<file path="config.mk">
export PLATFORM = sky130hd
export DESIGN_NAME = filename_pattern_filter_top
export DESIGN_NICKNAME = d
export VERILOG_FILES = /design/src/hw/rtl/fpf_pkg.sv /design/src/hw/rtl/filename_pattern_filter_top.sv /design/src/hw/rtl/fpf_match.sv
export SDC_FILE = /design/constraint.sdc
export NUM_CORES = 1
export LEC_CHECK = 0
export ABC_AREA = 1
export BUFFER_PORTS_ARGS = -buffer_cell sky130_fd_sc_hd__buf_2
export CORE_ASPECT_RATIO = 1.75
export CORE_MARGIN = 4
export CORE_UTILIZATION = 35
export DETAILED_ROUTE_END_ITERATION = 16
export PLACE_DENSITY = 0.53
export SLEW_MARGIN = 10
export SYNTH_ARGS = -nofsm -noshare
export SYNTH_HDL_FRONTEND = slang
export SYNTH_SLANG_ARGS = --single-unit
</file>
<file path="constraint.sdc">
create_clock -name clk_i -period 2 [get_ports clk_i]
set_input_delay 0 -clock clk_i [delete_from_list [all_inputs] [get_ports clk_i]]
set_output_delay 0 -clock clk_i [all_outputs]
set_load 0.05 [all_outputs]
</file>
<file path="src/hw/rtl/fpf_pkg.sv">
// Shared constants, types and helper functions for the file name pattern filter.
package fpf_pkg;

  localparam int unsigned WIN_CHARS = 24;
  localparam int unsigned WIN_BITS  = WIN_CHARS * 8;
  localparam int unsigned PAT_COUNT = 11;
  localparam int unsigned SUF_COUNT = 4;
  localparam int unsigned SUF_LEN   = 4;

  typedef logic [7:0]          char_t;
  typedef logic [WIN_BITS-1:0] win_t;

  typedef struct packed {
    logic sens;
    logic hid;
    logic suffix;
  } hits_t;

  localparam char_t CHAR_SLASH = 8'h2f;
  localparam char_t CHAR_COLON = 8'h3a;
  localparam char_t CHAR_DOT   = 8'h2e;
  localparam char_t CHAR_UC_A  = 8'h41;
  localparam char_t CHAR_UC_Z  = 8'h5a;
  localparam char_t CASE_STEP  = 8'h20;

  // Patterns are stored with their last byte in the low byte, to line up
  // with the newest byte of the window.
  localparam win_t PAT_TEXT [PAT_COUNT] = '{
    WIN_BITS'({8'h6f, 8'h70, 8'h65, 8'h6e, 8'h61, 8'h69, 8'h6b, 8'h65, 8'h79}),
    WIN_BITS'({8'h6f, 8'h70, 8'h65, 8'h6e, 8'h61, 8'h69, 8'h5f, 8'h61, 8'h70,
               8'h69, 8'h5f, 8'h6b, 8'h65, 8'h79}),
    WIN_BITS'({8'h6f, 8'h76, 8'h6d, 8'h73, 8'h5f, 8'h61, 8'h67, 8'h65, 8'h6e,
               8'h74, 8'h5f, 8'h68, 8'h65, 8'h61, 8'h64, 8'h65, 8'h72, 8'h73}),
    WIN_BITS'({8'h6f, 8'h70, 8'h65, 8'h6e, 8'h61, 8'h69, 8'h5f, 8'h74, 8'h65,
               8'h73, 8'h74, 8'h5f, 8'h68, 8'h65, 8'h61, 8'h64, 8'h65, 8'h72,
               8'h73}),
    WIN_BITS'({8'h2e, 8'h70, 8'h65, 8'h6d}),
    WIN_BITS'({8'h2e, 8'h6b, 8'h65, 8'h79}),
    WIN_BITS'({8'h6f, 8'h76, 8'h6d, 8'h73, 8'h5f, 8'h61, 8'h67, 8'h65, 8'h6e,
               8'h74, 8'h5f, 8'h72, 8'h65, 8'h71, 8'h75, 8'h65, 8'h73, 8'h74,
               8'h2e, 8'h6a, 8'h73, 8'h6f, 8'h6e}),
    WIN_BITS'({8'h6f, 8'h76, 8'h6d, 8'h73, 8'h5f, 8'h61, 8'h67, 8'h65, 8'h6e,
               8'h74, 8'h5f, 8'h72, 8'h65, 8'h73, 8'h70, 8'h6f, 8'h6e, 8'h73,
               8'h65, 8'h2e, 8'h6a, 8'h73, 8'h6f, 8'h6e}),
    WIN_BITS'({8'h6f, 8'h70, 8'h65, 8'h6e, 8'h61, 8'h69, 8'h5f, 8'h6d, 8'h6f,
               8'h64, 8'h65, 8'h6c, 8'h73, 8'h2e, 8'h6a, 8'h73, 8'h6f, 8'h6e}),
    WIN_BITS'({8'h5f, 8'h62, 8'h61, 8'h63, 8'h6b, 8'h75, 8'h70}),
    WIN_BITS'({8'h5f, 8'h62, 8'h65, 8'h66, 8'h6f, 8'h72, 8'h65, 8'h5f})
  };

  localparam int unsigned PAT_LEN [PAT_COUNT] = '{
    9, 14, 18, 19, 4, 4, 23, 24, 18, 7, 8
  };

  // Bit i marks pattern i as a member of the set.
  localparam logic [PAT_COUNT-1:0] PAT_SENS = 11'b000_0011_1111;
  localparam logic [PAT_COUNT-1:0] PAT_HID  = 11'b111_1100_0101;

  localparam logic [SUF_LEN*8-1:0] SUF_TEXT [SUF_COUNT] = '{
    {8'h2e, 8'h6f, 8'h62, 8'h6a},
    {8'h2e, 8'h65, 8'h78, 8'h65},
    {8'h2e, 8'h62, 8'h61, 8'h6b},
    {8'h2e, 8'h6f, 8'h6c, 8'h64}
  };

  function automatic char_t fold_char(input char_t c);
    char_t r;
    r = c;
    if (c >= CHAR_UC_A && c <= CHAR_UC_Z) begin
      r = c + CASE_STEP;
    end
    return r;
  endfunction

  function automatic win_t len_mask(input int unsigned len);
    win_t m;
    m = '0;
    for (int unsigned k = 0; k < WIN_CHARS; k++) begin
      if (k < len) begin
        m[k*8 +: 8] = 8'hff;
      end
    end
    return m;
  endfunction

endpackage

</file>
<file path="src/hw/rtl/filename_pattern_filter_top.sv">
// Streaming file name filter: safe, sensitive and hidden flags per name.
// Latency: the result of a name is valid the cycle after its last transaction is accepted.
// Throughput: one character per cycle while in_stall_o is low; all pattern compares run in parallel, combinationally.
// The single result register stalls input only while a result waits and out_stall_i is high.
// Reset (rst_ni low, asynchronous) clears the window, all sticky flags and the result valid.
module filename_pattern_filter_top (
  input  logic       clk_i,
  input  logic       rst_ni,
  input  logic       in_valid_i,
  output logic       in_stall_o,
  input  logic [7:0] char_code_i,
  input  logic       no_char_i,
  input  logic       last_char_i,
  output logic       out_valid_o,
  input  logic       out_stall_i,
  output logic       path_safe_o,
  output logic       path_sensitive_o,
  output logic       entry_hidden_o
);

  fpf_pkg::win_t  win_q, win_d;
  fpf_pkg::hits_t hits;
  fpf_pkg::char_t c_fold;

  logic nonempty_q, nonempty_d;
  logic unsafe_q, unsafe_d;
  logic sens_q, sens_d;
  logic hid_q, hid_d;
  logic dot_q, dot_d;
  logic out_valid_q;
  logic safe_q, out_sens_q, out_hid_q;
  logic in_acc, take;

  assign in_stall_o = out_valid_q & out_stall_i;
  assign in_acc     = in_valid_i & ~in_stall_o;
  assign take       = in_acc & ~no_char_i;
  assign c_fold     = fpf_pkg::fold_char(char_code_i);

  fpf_match u_match (
    .win_i  (win_d),
    .hits_o (hits)
  );

  always_comb begin
    win_d      = win_q;
    nonempty_d = nonempty_q;
    unsafe_d   = unsafe_q;
    dot_d      = dot_q;
    if (take) begin
      win_d      = {win_q[fpf_pkg::WIN_BITS-9:0], c_fold};
      nonempty_d = 1'b1;
      dot_d      = c_fold == fpf_pkg::CHAR_DOT;
      if ((~nonempty_q && c_fold == fpf_pkg::CHAR_SLASH) ||
          c_fold == fpf_pkg::CHAR_COLON ||
          (dot_q && c_fold == fpf_pkg::CHAR_DOT)) begin
        unsafe_d = 1'b1;
      end
    end
    sens_d = sens_q | (take & hits.sens);
    hid_d  = hid_q | (take & hits.hid);
  end

  always_ff @(posedge clk_i or negedge rst_ni) begin
    if (!rst_ni) begin
      win_q      <= '0;
      nonempty_q <= 1'b0;
      unsafe_q   <= 1'b0;
      sens_q     <= 1'b0;
      hid_q      <= 1'b0;
      dot_q      <= 1'b0;
    end else if (in_acc && last_char_i) begin
      // Name complete: clear for the next one
      win_q      <= '0;
      nonempty_q <= 1'b0;
      unsafe_q   <= 1'b0;
      sens_q     <= 1'b0;
      hid_q      <= 1'b0;
      dot_q      <= 1'b0;
    end else if (in_acc) begin
      win_q      <= win_d;
      nonempty_q <= nonempty_d;
      unsafe_q   <= unsafe_d;
      sens_q     <= sens_d;
      hid_q      <= hid_d;
      dot_q      <= dot_d;
    end
  end

  always_ff @(posedge clk_i or negedge rst_ni) begin
    if (!rst_ni) begin
      out_valid_q <= 1'b0;
    end else if (in_acc && last_char_i) begin
      out_valid_q <= 1'b1;
    end else if (!out_stall_i) begin
      out_valid_q <= 1'b0;
    end
  end

  // Result payload; an empty name leaves all flags low
  always_ff @(posedge clk_i) begin
    if (in_acc && last_char_i) begin
      safe_q     <= nonempty_d & ~unsafe_d;
      out_sens_q <= nonempty_d & sens_d;
      out_hid_q  <= nonempty_d & (hid_d | hits.suffix);
    end
  end

  assign out_valid_o      = out_valid_q;
  assign path_safe_o      = safe_q;
  assign path_sensitive_o = out_sens_q;
  assign entry_hidden_o   = out_hid_q;

endmodule

</file>
<file path="src/hw/rtl/fpf_match.sv">
// Parallel compare of the folded window against all fixed patterns and suffixes.
module fpf_match (
  input  fpf_pkg::win_t  win_i,
  output fpf_pkg::hits_t hits_o
);

  logic [fpf_pkg::PAT_COUNT-1:0] pat_hit;
  logic [fpf_pkg::SUF_COUNT-1:0] suf_hit;

  // Patterns hold no zero bytes, so a cleared window slot never completes a hit.
  always_comb begin
    for (int unsigned i = 0; i < fpf_pkg::PAT_COUNT; i++) begin
      pat_hit[i] = ((win_i ^ fpf_pkg::PAT_TEXT[i]) &
                    fpf_pkg::len_mask(fpf_pkg::PAT_LEN[i])) == '0;
    end
    for (int unsigned s = 0; s < fpf_pkg::SUF_COUNT; s++) begin
      suf_hit[s] = win_i[fpf_pkg::SUF_LEN*8-1:0] == fpf_pkg::SUF_TEXT[s];
    end
  end

  assign hits_o.sens   = |(pat_hit & fpf_pkg::PAT_SENS);
  assign hits_o.hid    = |(pat_hit & fpf_pkg::PAT_HID);
  assign hits_o.suffix = |suf_hit;

endmodule

</file>
# Yosys cells after proc, flatten, opt, wreduce, memory -nomap -nowiden
# Cells that the tools add are included.
dict set report word_totals {
  regBits 201
  output_inout_bits 5
}
dict set report op_classes {
  addsub 1
  n_lt_le_gt_ge 2
  n_eq_ne 8
  muxes 20
  bitwise 26
  n_reduce_logical 23
}
# op count
set op_table {}
lappend op_table {{192-bit zero test} 11}
lappend op_table {{192-bit two-way mux} 3}
lappend op_table {{80-bit inverter} 2}
lappend op_table {{32-bit by 30-bit equality test with 1-bit output, second input constant} 4}
lappend op_table {{114-bit inverter} 1}
lappend op_table {{108-bit inverter} 1}
lappend op_table {{82-bit inverter} 1}
lappend op_table {{61-bit inverter} 1}
lappend op_table {{39-bit inverter} 1}
lappend op_table {{37-bit inverter} 1}
lappend op_table {{29-bit inverter} 1}
lappend op_table {{8-bit by 6-bit equality test with 1-bit output, second input constant} 3}
lappend op_table {{18-bit inverter} 1}
lappend op_table {{1-bit two-way mux} 16}
lappend op_table {{16-bit inverter} 1}
lappend op_table {{8-bit by 6-bit adder with 8-bit output, second input constant} 1}
lappend op_table {{1-bit AND} 8}
lappend op_table {{8-bit by 7-bit >= comparator with 1-bit output, second input constant} 1}
lappend op_table {{8-bit by 7-bit less-or-equal comparator with 1-bit output, second input constant} 1}
lappend op_table {{8-bit two-way mux} 1}
lappend op_table {{7-bit OR reduction} 1}
lappend op_table {{6-bit OR reduction} 1}
lappend op_table {{1-bit logical AND} 4}
lappend op_table {{1-bit inverter} 4}
lappend op_table {{6 further kinds} 10}

# Depth between registers and ports, before layout
# Gate-level depths: netlist of the first run.
dict set report depth {
  ltp_word 12
  depth_mapped 22
  depth_no_buf 21
}

# Modules after synthesis
# Synthesis of the first run repeated with hierarchy kept, for this count alone.
dict set report hier_totals {
  hier_cells 1901
  area_unflattened_um2 12589.6
}
# mod instances cells_per_inst area_each_um2
set modules_own_cells {}
lappend modules_own_cells {filename_pattern_filter_top 1 1241 9914.5}
lappend modules_own_cells {fpf_match 1 660 2675.1}

# Least setup slack after synthesis of the first run
# OpenSTA, ideal clock, no wires.
dict set report synth_path {
  path_kind {register to register}
  start {register out_valid_q, in the netlist out_valid_o}
  end {register out_hid_q, in the netlist entry_hidden_o (data pin)}
  arrival_ns 2.327
  t_required_ns 1.873
  slack_ns -0.453
  stages_incl_launch_ff 19
  n_path_buf 2
  cell_sequence {dfrtp_1 > nand2_1 > nand3_4 > buf_6 > buf_2 > nand2_1 > o21ai_1 > nand2_1 > nor2_2 > nand2_1 > nor3_1 > nand2_1 > a21oi_1 > nor2_1 > nand2_1 > nand2_1 > nand3_1 > nand2_1 > inv_1}
}
dict set report synth_between {
  elab_chain_len 12
  word_cells_on_any_way 30
}
# item line_no
set synth_rtl {}
lappend synth_rtl {{start: declaration} filename_pattern_filter_top.sv:30} ;# logic out_valid_q;
lappend synth_rtl {{start signal: assignment} filename_pattern_filter_top.sv:91} ;# out_valid_q <= 1'b0;
lappend synth_rtl {{start signal: assignment} filename_pattern_filter_top.sv:93} ;# out_valid_q <= 1'b1;
lappend synth_rtl {{start signal: assignment} filename_pattern_filter_top.sv:95} ;# out_valid_q <= 1'b0;
lappend synth_rtl {{1-bit AND (*)} filename_pattern_filter_top.sv:34} ;# assign in_stall_o = out_valid_q & out_stall_i;
lappend synth_rtl {{1-bit inverter (*)} filename_pattern_filter_top.sv:35} ;# assign in_acc = in_valid_i & ~in_stall_o;
lappend synth_rtl {{1-bit AND (*)} filename_pattern_filter_top.sv:35}
lappend synth_rtl {{1-bit AND (*)} filename_pattern_filter_top.sv:36} ;# assign take = in_acc & ~no_char_i;
lappend synth_rtl {{192-bit two-way mux} filename_pattern_filter_top.sv:49} ;# if (take) begin
lappend synth_rtl {{39-bit inverter (no source line), or another cell as far along} --}
lappend synth_rtl {{192-bit zero test} fpf_match.sv:13} ;# pat_hit[i] = ((win_i ^ fpf_pkg::PAT_TEXT[i]) &
lappend synth_rtl {{7-bit OR reduction} fpf_match.sv:22} ;# assign hits_o.hid = |(pat_hit & fpf_pkg::PAT_HID);
lappend synth_rtl {{1-bit AND} filename_pattern_filter_top.sv:60} ;# hid_d = hid_q | (take & hits.hid);
lappend synth_rtl {{1-bit bitwise OR} filename_pattern_filter_top.sv:60}
lappend synth_rtl {{1-bit bitwise OR} filename_pattern_filter_top.sv:104} ;# out_hid_q <= nonempty_d & (hid_d | hits.suffix);
lappend synth_rtl {{1-bit AND (*)} filename_pattern_filter_top.sv:104}
lappend synth_rtl {{end signal: assignment} filename_pattern_filter_top.sv:104}
lappend synth_rtl {{end: declaration} filename_pattern_filter_top.sv:31} ;# logic safe_q, out_sens_q, out_hid_q;
# Every way passes the cells marked *; elsewhere a longest branch is shown, timed or not.
# A chain may end at the register's enable or synchronous reset.

# Worst setup path in the final report of the first run
dict set report layout_path {
  start {register out_valid_q, in the netlist out_valid_o}
  end {register out_sens_q, in the netlist path_sensitive_o (data pin)}
}
dict set report layout_between {
  elab_chain_len 11
  word_cells_on_any_way 22
}
# item line_no
set layout_rtl {}
lappend layout_rtl {{1-bit AND (*)} filename_pattern_filter_top.sv:34}
lappend layout_rtl {{1-bit inverter (*)} filename_pattern_filter_top.sv:35}
lappend layout_rtl {{1-bit AND (*)} filename_pattern_filter_top.sv:35}
lappend layout_rtl {{1-bit AND (*)} filename_pattern_filter_top.sv:36}
lappend layout_rtl {{192-bit two-way mux} filename_pattern_filter_top.sv:49}
lappend layout_rtl {{39-bit inverter (no source line), or another cell as far along} --}
lappend layout_rtl {{192-bit zero test} fpf_match.sv:13}
lappend layout_rtl {{6-bit OR reduction} fpf_match.sv:21} ;# assign hits_o.sens = |(pat_hit & fpf_pkg::PAT_SENS);
lappend layout_rtl {{1-bit AND} filename_pattern_filter_top.sv:59} ;# sens_d = sens_q | (take & hits.sens);
lappend layout_rtl {{1-bit bitwise OR} filename_pattern_filter_top.sv:59}
lappend layout_rtl {{1-bit AND (*)} filename_pattern_filter_top.sv:103} ;# out_sens_q <= nonempty_d & sens_d;
lappend layout_rtl {{end signal: assignment} filename_pattern_filter_top.sv:103}
lappend layout_rtl {{end: declaration} filename_pattern_filter_top.sv:31}
# Marks and branches as above.

==> flow_summary.toml, run 1 <==
[run_status]
status = "finished with violations"
violations = "negative setup slack"

[critical_path]
r2r_cells = 20
end_kind = "flip-flop"
worstReg2RegEnd = "path_sensitive_o$_DFFE_PP_"
worstPathMaxFanout = 8
critPathLaunchType = "flip-flop"
cp.required_ns = 2.40
critPathKind = "reg2reg"
startpoint = "out_valid_o$_DFFE_PN0P_"
crit_arrival_ns = 3.21
timing.rr.start = "out_valid_o$_DFFE_PN0P_"
rrSetupSlack_ns = -0.81
crit_end = "path_sensitive_o$_DFFE_PP_"

[cts]
cts_buffer_depth = 3
htree_num_levels = 1
clock-sinks = 201
cts_tree = "yes"
clk_pin_slew_ns = 0.06
clock_latency_ns = 0.54
clockRootBuffer = "clkbuf_16"
cts_buffers = 23

[synthesis]
yosysWarnings = 0
synth.distinct_cells = 29
mappedNetlistNets = 1930
yosysTopAreaCell = "dfrtp_1"
synthTopCellsByArea = "dfrtp_1 41%, nand2_1 19%, nor2_1 12%, inv_1 7.4%, nand4_1 6.0%"
ys.flop_type = "dfrtp_1"
async_reset_ff_frac = 0.985
synth.avg_cell_area_um2 = 6.39
synth-seq-cells = 201
netlist_instances = 1915
synth-edff-count = 3
syn_area_um2 = 12200
yosysSeqAreaShare = 0.413
synth_top_cell_area_share = 0.405

[placed_design]
io_buffer_count = 18
placed_area_um2 = 15600
place_ws_ns = -0.959
dp_hpwl_um = 35000
gp_congestion = 0.917

[route]
drc = 0
ant_nets = 0
vias = 13600
initialDrtViolationCount = 576
dr.pass1.iters = 5
vias_per_cell = 4.93
wirelength_um = 48800
routedWlPerCell_um = 17.7

[final_layout]
drive_gt1_frac = 0.297
fin_area_um2 = 17800
antennaDiodeCount = 0
fin_nets = 2303
final_cell_mix = "562 x nand2_1, 361 x buf_4, 317 x nor2_1"
post-route-util = 0.517
final_common_cell = "nand2_1"
syn2layout_area_growth_pct = 45.6

[power]
total_power_mw = 13.4
peakVddDrop_v = 0.000651
p_per_area_nw_per_um2 = 751
p_leak_nw = 8.96

[sta]
drv_slew = 0
fin_crit_sh = 1.41
hold_viol = 0
period_needed_ns = 2.81
rsz0062_at_grt = "true"
finClkSkew_ns = 0.0150
finalSetupViolCount = 4
setup-tns-final_ns = -3.04
fmaxAchievable_mhz = 355
worst_pin_slew_ns = 0.623
maxSlewHeadroom = 0.584
fin_ws_ns = -0.815

[grt]
globalRouteMet3Util = 0.0220
globalRouteOverflowTotal = 0
grt_busiest_layer = "met2"
gr-usage-met1 = 0.238
antenna_found_initial = 0
grt_pass1_wl_um = 72800
grt_max_degree = 69
grt_pass1_vias = 13600
grt_usage = 0.247
use_met2 = 0.491

[floorplanning]
dieArea_um2 = 38100
rows = 90
io_pins = 19
die_w_um = 149
initial_core_util = 0.355
core-area_um2 = 34500
die_h_um = 255

[worst_hold_path]
hold_class = "in2reg"

[job]
max_cap_violations = 0
sequential cells by signal, indices dropped and copies added (netlist names):
signal / cells
nonempty_q: 1
hid_q: 1
sens_q: 1
path_sensitive_o: 1
out_valid_o: 1
path_safe_o: 1
unsafe_q: 1
win_q: 192
dot_q: 1
entry_hidden_o: 1
through the flow:
stage / hold slack (ns) / std cells
global placement: 0.0362 / 2681
global route: 0.0922 / 2760
finish: 0.0364 / 2760
floorplan: -0.296 / 1915
detailed placement: 0.0360 / 2681
CTS: 0.0181 / 2739
cell usage after synthesis (4+ instances only):
library cell,number
nand2_1,618
buf_1,6
nand4_1,118
inv_1,242
nor3_1,10
buf_2,49
nor2_1,398
dfrtp_1,198
buf_4,7
o21ai_0,50
and2_1,4
nand3_1,54
clkbuf_1,30
o21ai_1,66
a21oi_1,42
worst max-delay path, stage by stage (launching register included):
cell	delay, ns
dfrtp_2	0.42
nand2_4	0.10
nand3_4	0.12
buf_12	0.19
buf_16	0.17
buf_16	0.15
buf_12	0.15
nand2_2	0.06
nand2_2	0.05
buf_6	0.14
nor2_4	0.14
inv_2	0.06
nor2_4	0.11
nand4_1	0.12
inv_1	0.10
nand2_2	0.06
o21ai_1	0.14
nand2_1	0.08
nand3_2	0.09
nand2_2	0.07
a21oi_2	0.11
worst min path at each step:
stage | start | endpoint | slack, ns | cells after the start
after floorplan | rst_ni | dot_q$_DFFE_PN0P_ | -0.30 | 0
final | char_code_i[4] | unsafe_q$_DFFE_PN0P_ | 0.04 | 6
after global routing | char_code_i[4] | unsafe_q$_DFFE_PN0P_ | 0.09 | 6
after detailed placement | rst_ni | win_q[166]$_DFFE_PN0P_ | 0.04 | 1
after global placement | rst_ni | win_q[167]$_DFFE_PN0P_ | 0.04 | 1
after CTS | char_code_i[4] | unsafe_q$_DFFE_PN0P_ | 0.02 | 6
what timing repair did:
item,in CTS,in global routing
setup buffers,5,14
cloned,5,7
hold buffers,11,0
endpoints found under the hold margin,204,0
pin swaps,15,64
gates resized for setup,111,174
endpoints found under the setup margin,4,136
layout make-up:
type / instances / area [um2]
well taps: 460 / 576
repair buffers: 442 / 3980
flip-flops and latches: 201 / 5050
inverters: 245 / 921
clock inverters: 1 / 8.76
fillers: 3516 / 16700
clock buffers: 36 / 684
multi-input cells: 1375 / 6590
metal layers:
layer	share of wire	routed length (um)
met1	0.33	16300
met3	0.026	1270
met5	0	0
met2	0.56	27300
met4	0.081	3930
cells by family (layout without fill, tap and decap cells):
logic type	count (synthesis)	count (layout)	share of synthesized area
buffers and inverters	339	724	0.112
AOI/OAI and AO/OA	160	160	0.0660
DFF	201	201	0.413
and+or+nand+nor	1214	1214	0.408
adders and majority gates	1	1	0.00102
power by group:
| part | internal [mW] | switching [mW] | leakage, nW | total (mW) |
|---|---|---|---|---|
| sequential | 4.56 | 0.337 | 2.63 | 4.90 |
| clock | 2.32 | 1.76 | 0.339 | 4.08 |
| combinational | 1.92 | 2.46 | 5.99 | 4.38 |
Note: power is estimated with default switching activity, not from simulation.
==> run 2: changes to the inputs <==
ABC_AREA = not set   (was 1)
ABC_CLOCK_PERIOD_IN_PS = 2000   (was not set)
==> run 2 against run 1 <==
Net effect:
- the flow still finishes with violations (negative setup slack)
- final cell count is 30% lower
- count of clock-buffer cells in the layout is 11 lower
- register-to-register slack worse by 0.29 ns
- via count is 12% lower
- wire length is 7.1% higher
- largest cell class unchanged
- combinational power is 79% lower
- utilization is 0.55 points lower
- highest routed layer unchanged
- clock skew hardly changed
- global-route usage is 4.6 points higher
==> flow_summary.toml, run 2 <==
[synthesis]
synth-seq-cells = 201
synth-edff-count = 3
synth.avg_cell_area_um2 = 10.1
mappedNetlistNets = 1127
synth_top_cell_area_share = 0.441
async_reset_ff_frac = 0.985
yosysTopAreaCell = "dfrtp_1"
syn_area_um2 = 11200
synthTopCellsByArea = "dfrtp_1 44%, a22o_1 14%, nor4bb_1 2.7%, clkbuf_1 2.4%, nand4_1 2.3%"
yosys-top-cells-count = "198 x dfrtp_1, 185 x a22o_1, 71 x clkbuf_1"
netlist_instances = 1112
synth.distinct_cells = 78
ys.flop_type = "dfrtp_1"
yosysWarnings = 0
yosysMostFrequentCell = "dfrtp_1"
yosysSeqAreaShare = 0.449

[route]
vias_per_cell = 6.14
routedWlPerCell_um = 27.0
dr.pass1.iters = 6
drc = 0
vias = 11900
wirelength_um = 52300
initialDrtViolationCount = 951
ant_nets = 0

[sta]
maxSlewHeadroom = 0.598
fin_hold_ws_ns = 0.0238
rsz0062_at_grt = "true"
worst_pin_slew_ns = 0.597
finalSetupViolCount = 4
hold_viol = 0
fin_crit_sh = 1.55
fin_ws_ns = -1.10
period_needed_ns = 3.10
fmaxAchievable_mhz = 322
drv_slew = 0
finClkSkew_ns = 0.0147

[floorplanning]
die_h_um = 245
rows = 86
core-area_um2 = 31600
die_w_um = 143
initial_core_util = 0.355
io_pins = 19
dieArea_um2 = 35200

[critical_path]
worstPathMaxFanout = 2
critPathKind = "reg2reg"
end_kind = "flip-flop"
cp.required_ns = 2.41
critPathLaunchType = "flip-flop"
crit_arrival_ns = 3.51

[final_layout]
ff_latch_area_um2 = 5050
final_common_cell = "buf_4"
fin_nets = 1543
largest_reg_flops = 192
drive_gt1_frac = 0.364
final_cell_count_no_fill = 1939
syn2layout_area_growth_pct = 43.8
top_register = "win_q"
antennaDiodeCount = 0
nFillCells = 3012
multi_input_area_um2 = 5950
final_cell_mix = "447 x buf_4, 197 x dfrtp_1, 185 x a22o_1"

[cts]
clock-sinks = 201
clockRootBuffer = "clkbuf_16"
cts_buffer_depth = 3
clock_latency_ns = 0.54
htree_num_levels = 1
clk_pin_slew_ns = 0.07
cts_tree = "yes"
cts_buffers = 21

[grt]
grt_pass1_vias = 12400
grt_usage = 0.293
grt_max_degree = 107
grt_pass1_wl_um = 77600
antenna_found_initial = 0
globalRouteOverflowTotal = 0

[placed_design]
io_buffer_count = 18
dp_hpwl_um = 39500
gp_congestion = 1.04
dp.cells = 1877

[run_status]
violations = "negative setup slack"
status = "finished with violations"

[power]
total_power_mw = 9.45
peakVddDrop_v = 0.000849
p_leak_nw = 7.32
p_per_area_nw_per_um2 = 584

[worst_hold_path]
hold_class = "in2reg"

[job]
max_cap_violations = 0
[run 2: changes by cell type after synthesis, moves of 41 or more]
| cell | delta |
|---|---|
| o21ai_1 | -65 |
| nand4_1 | -77 |
| clkbuf_1 | +41 |
| a22o_1 | +185 |
| inv_1 | -226 |
| nor2_1 | -354 |
| nand2_1 | -552 |
[run 2: cell families (layout without fill, tap and decap cells)]
logic type	Yosys count	in the layout	synth area share
and+or+nand+nor	455	455	0.258
AOI/OAI and AO/OA	327	327	0.239
DFF	201	201	0.449
buffers and inverters	116	547	0.0415
muxes	12	12	0.0110
adders and majority gates	1	1	0.00111
[run 2: path summary, 6_finish.rpt]
| path | from | to | slack (ns) | depth (start not counted) |
|---|---|---|---|---|
| hold reg to reg | win_q[187]$_DFFE_PN0P_ | win_q[187]$_DFFE_PN0P_ | 0.50 | 1 |
| max in group asynchronous | rst_ni | win_q[34]$_DFFE_PN0P_ | 0.51 | 4 |
| setup / recovery | win_q[87]$_DFFE_PN0P_ | entry_hidden_o$_DFFE_PP_ | -1.10 | 9 |
| hold / removal | char_code_i[5] | win_q[6]$_DFFE_PN0P_ | 0.02 | 5 |
| setup reg to reg | win_q[87]$_DFFE_PN0P_ | entry_hidden_o$_DFFE_PP_ | -1.10 | 9 |
| min in group asynchronous | rst_ni | win_q[63]$_DFFE_PN0P_ | 0.51 | 3 |
[run 2: where the power goes]
| part | total, mW | switching [mW] | leakage [nW] | internal [mW] |
|---|---|---|---|---|
| combinational | 0.927 | 0.585 | 4.17 | 0.342 |
| sequential | 4.15 | 0.0407 | 2.78 | 4.11 |
| clock | 4.37 | 1.80 | 0.367 | 2.57 |
| total | 9.45 | 2.42 | 7.32 | 7.03 |
[run 2: final cells by class]
cell class,count,share of cell area
Sequential cell,201,0.312
Inverter,17,0.00395
Timing Repair Buffer,492,0.239
Tap cell,396,0.0306
Clock buffer,25,0.0353
Multi-Input combinational cell,795,0.368
Clock inverter,13,0.0113
[run 2: stage by stage]
stage	setup WS (ns)	util	TNS, ns	area, um2
after global placement	-1.21	0.475	-4.15	15000
after CTS	-1.15	0.507	-3.96	16000
final	-1.10	0.511	-3.77	16200
after global routing	-1.14	0.511	-7.10	16200
after floorplan	-0.757	-	-46.38	11600
after detailed placement	-1.20	0.475	-4.36	15000
[run 2: critical path, cell delays in order, from the launching register on]
cell	delay [ns]
dfrtp_1	0.38
nand3b_4	0.15
or4_1	0.51
or4_4	0.45
a2111oi_4	0.36
buf_4	0.17
nand4_1	0.15
a2111oi_4	0.39
o2111a_2	0.28
o32a_1	0.13
[run 2: what timing repair did]
action	4_1_cts	5_1_grt
setup buffers	7	6
gates cloned	0	1
hold buffers	11	0
pin swaps	9	10
endpoints found under the hold margin	206	0
setup endpoints to repair	5	160
gates resized for setup	16	13
[run 2: layer usage]
| metal | vias up | routed length, um | GRT usage |
|---|---|---|---|
| met5 | - | 0 | 0 |
| met4 | 0 | 5930 | 0.244 |
| met3 | 259 | 2200 | 0.0331 |
| met2 | 505 | 26300 | 0.517 |
| met1 | 5855 | 17800 | 0.304 |
| li1 | 5283 | - | - |
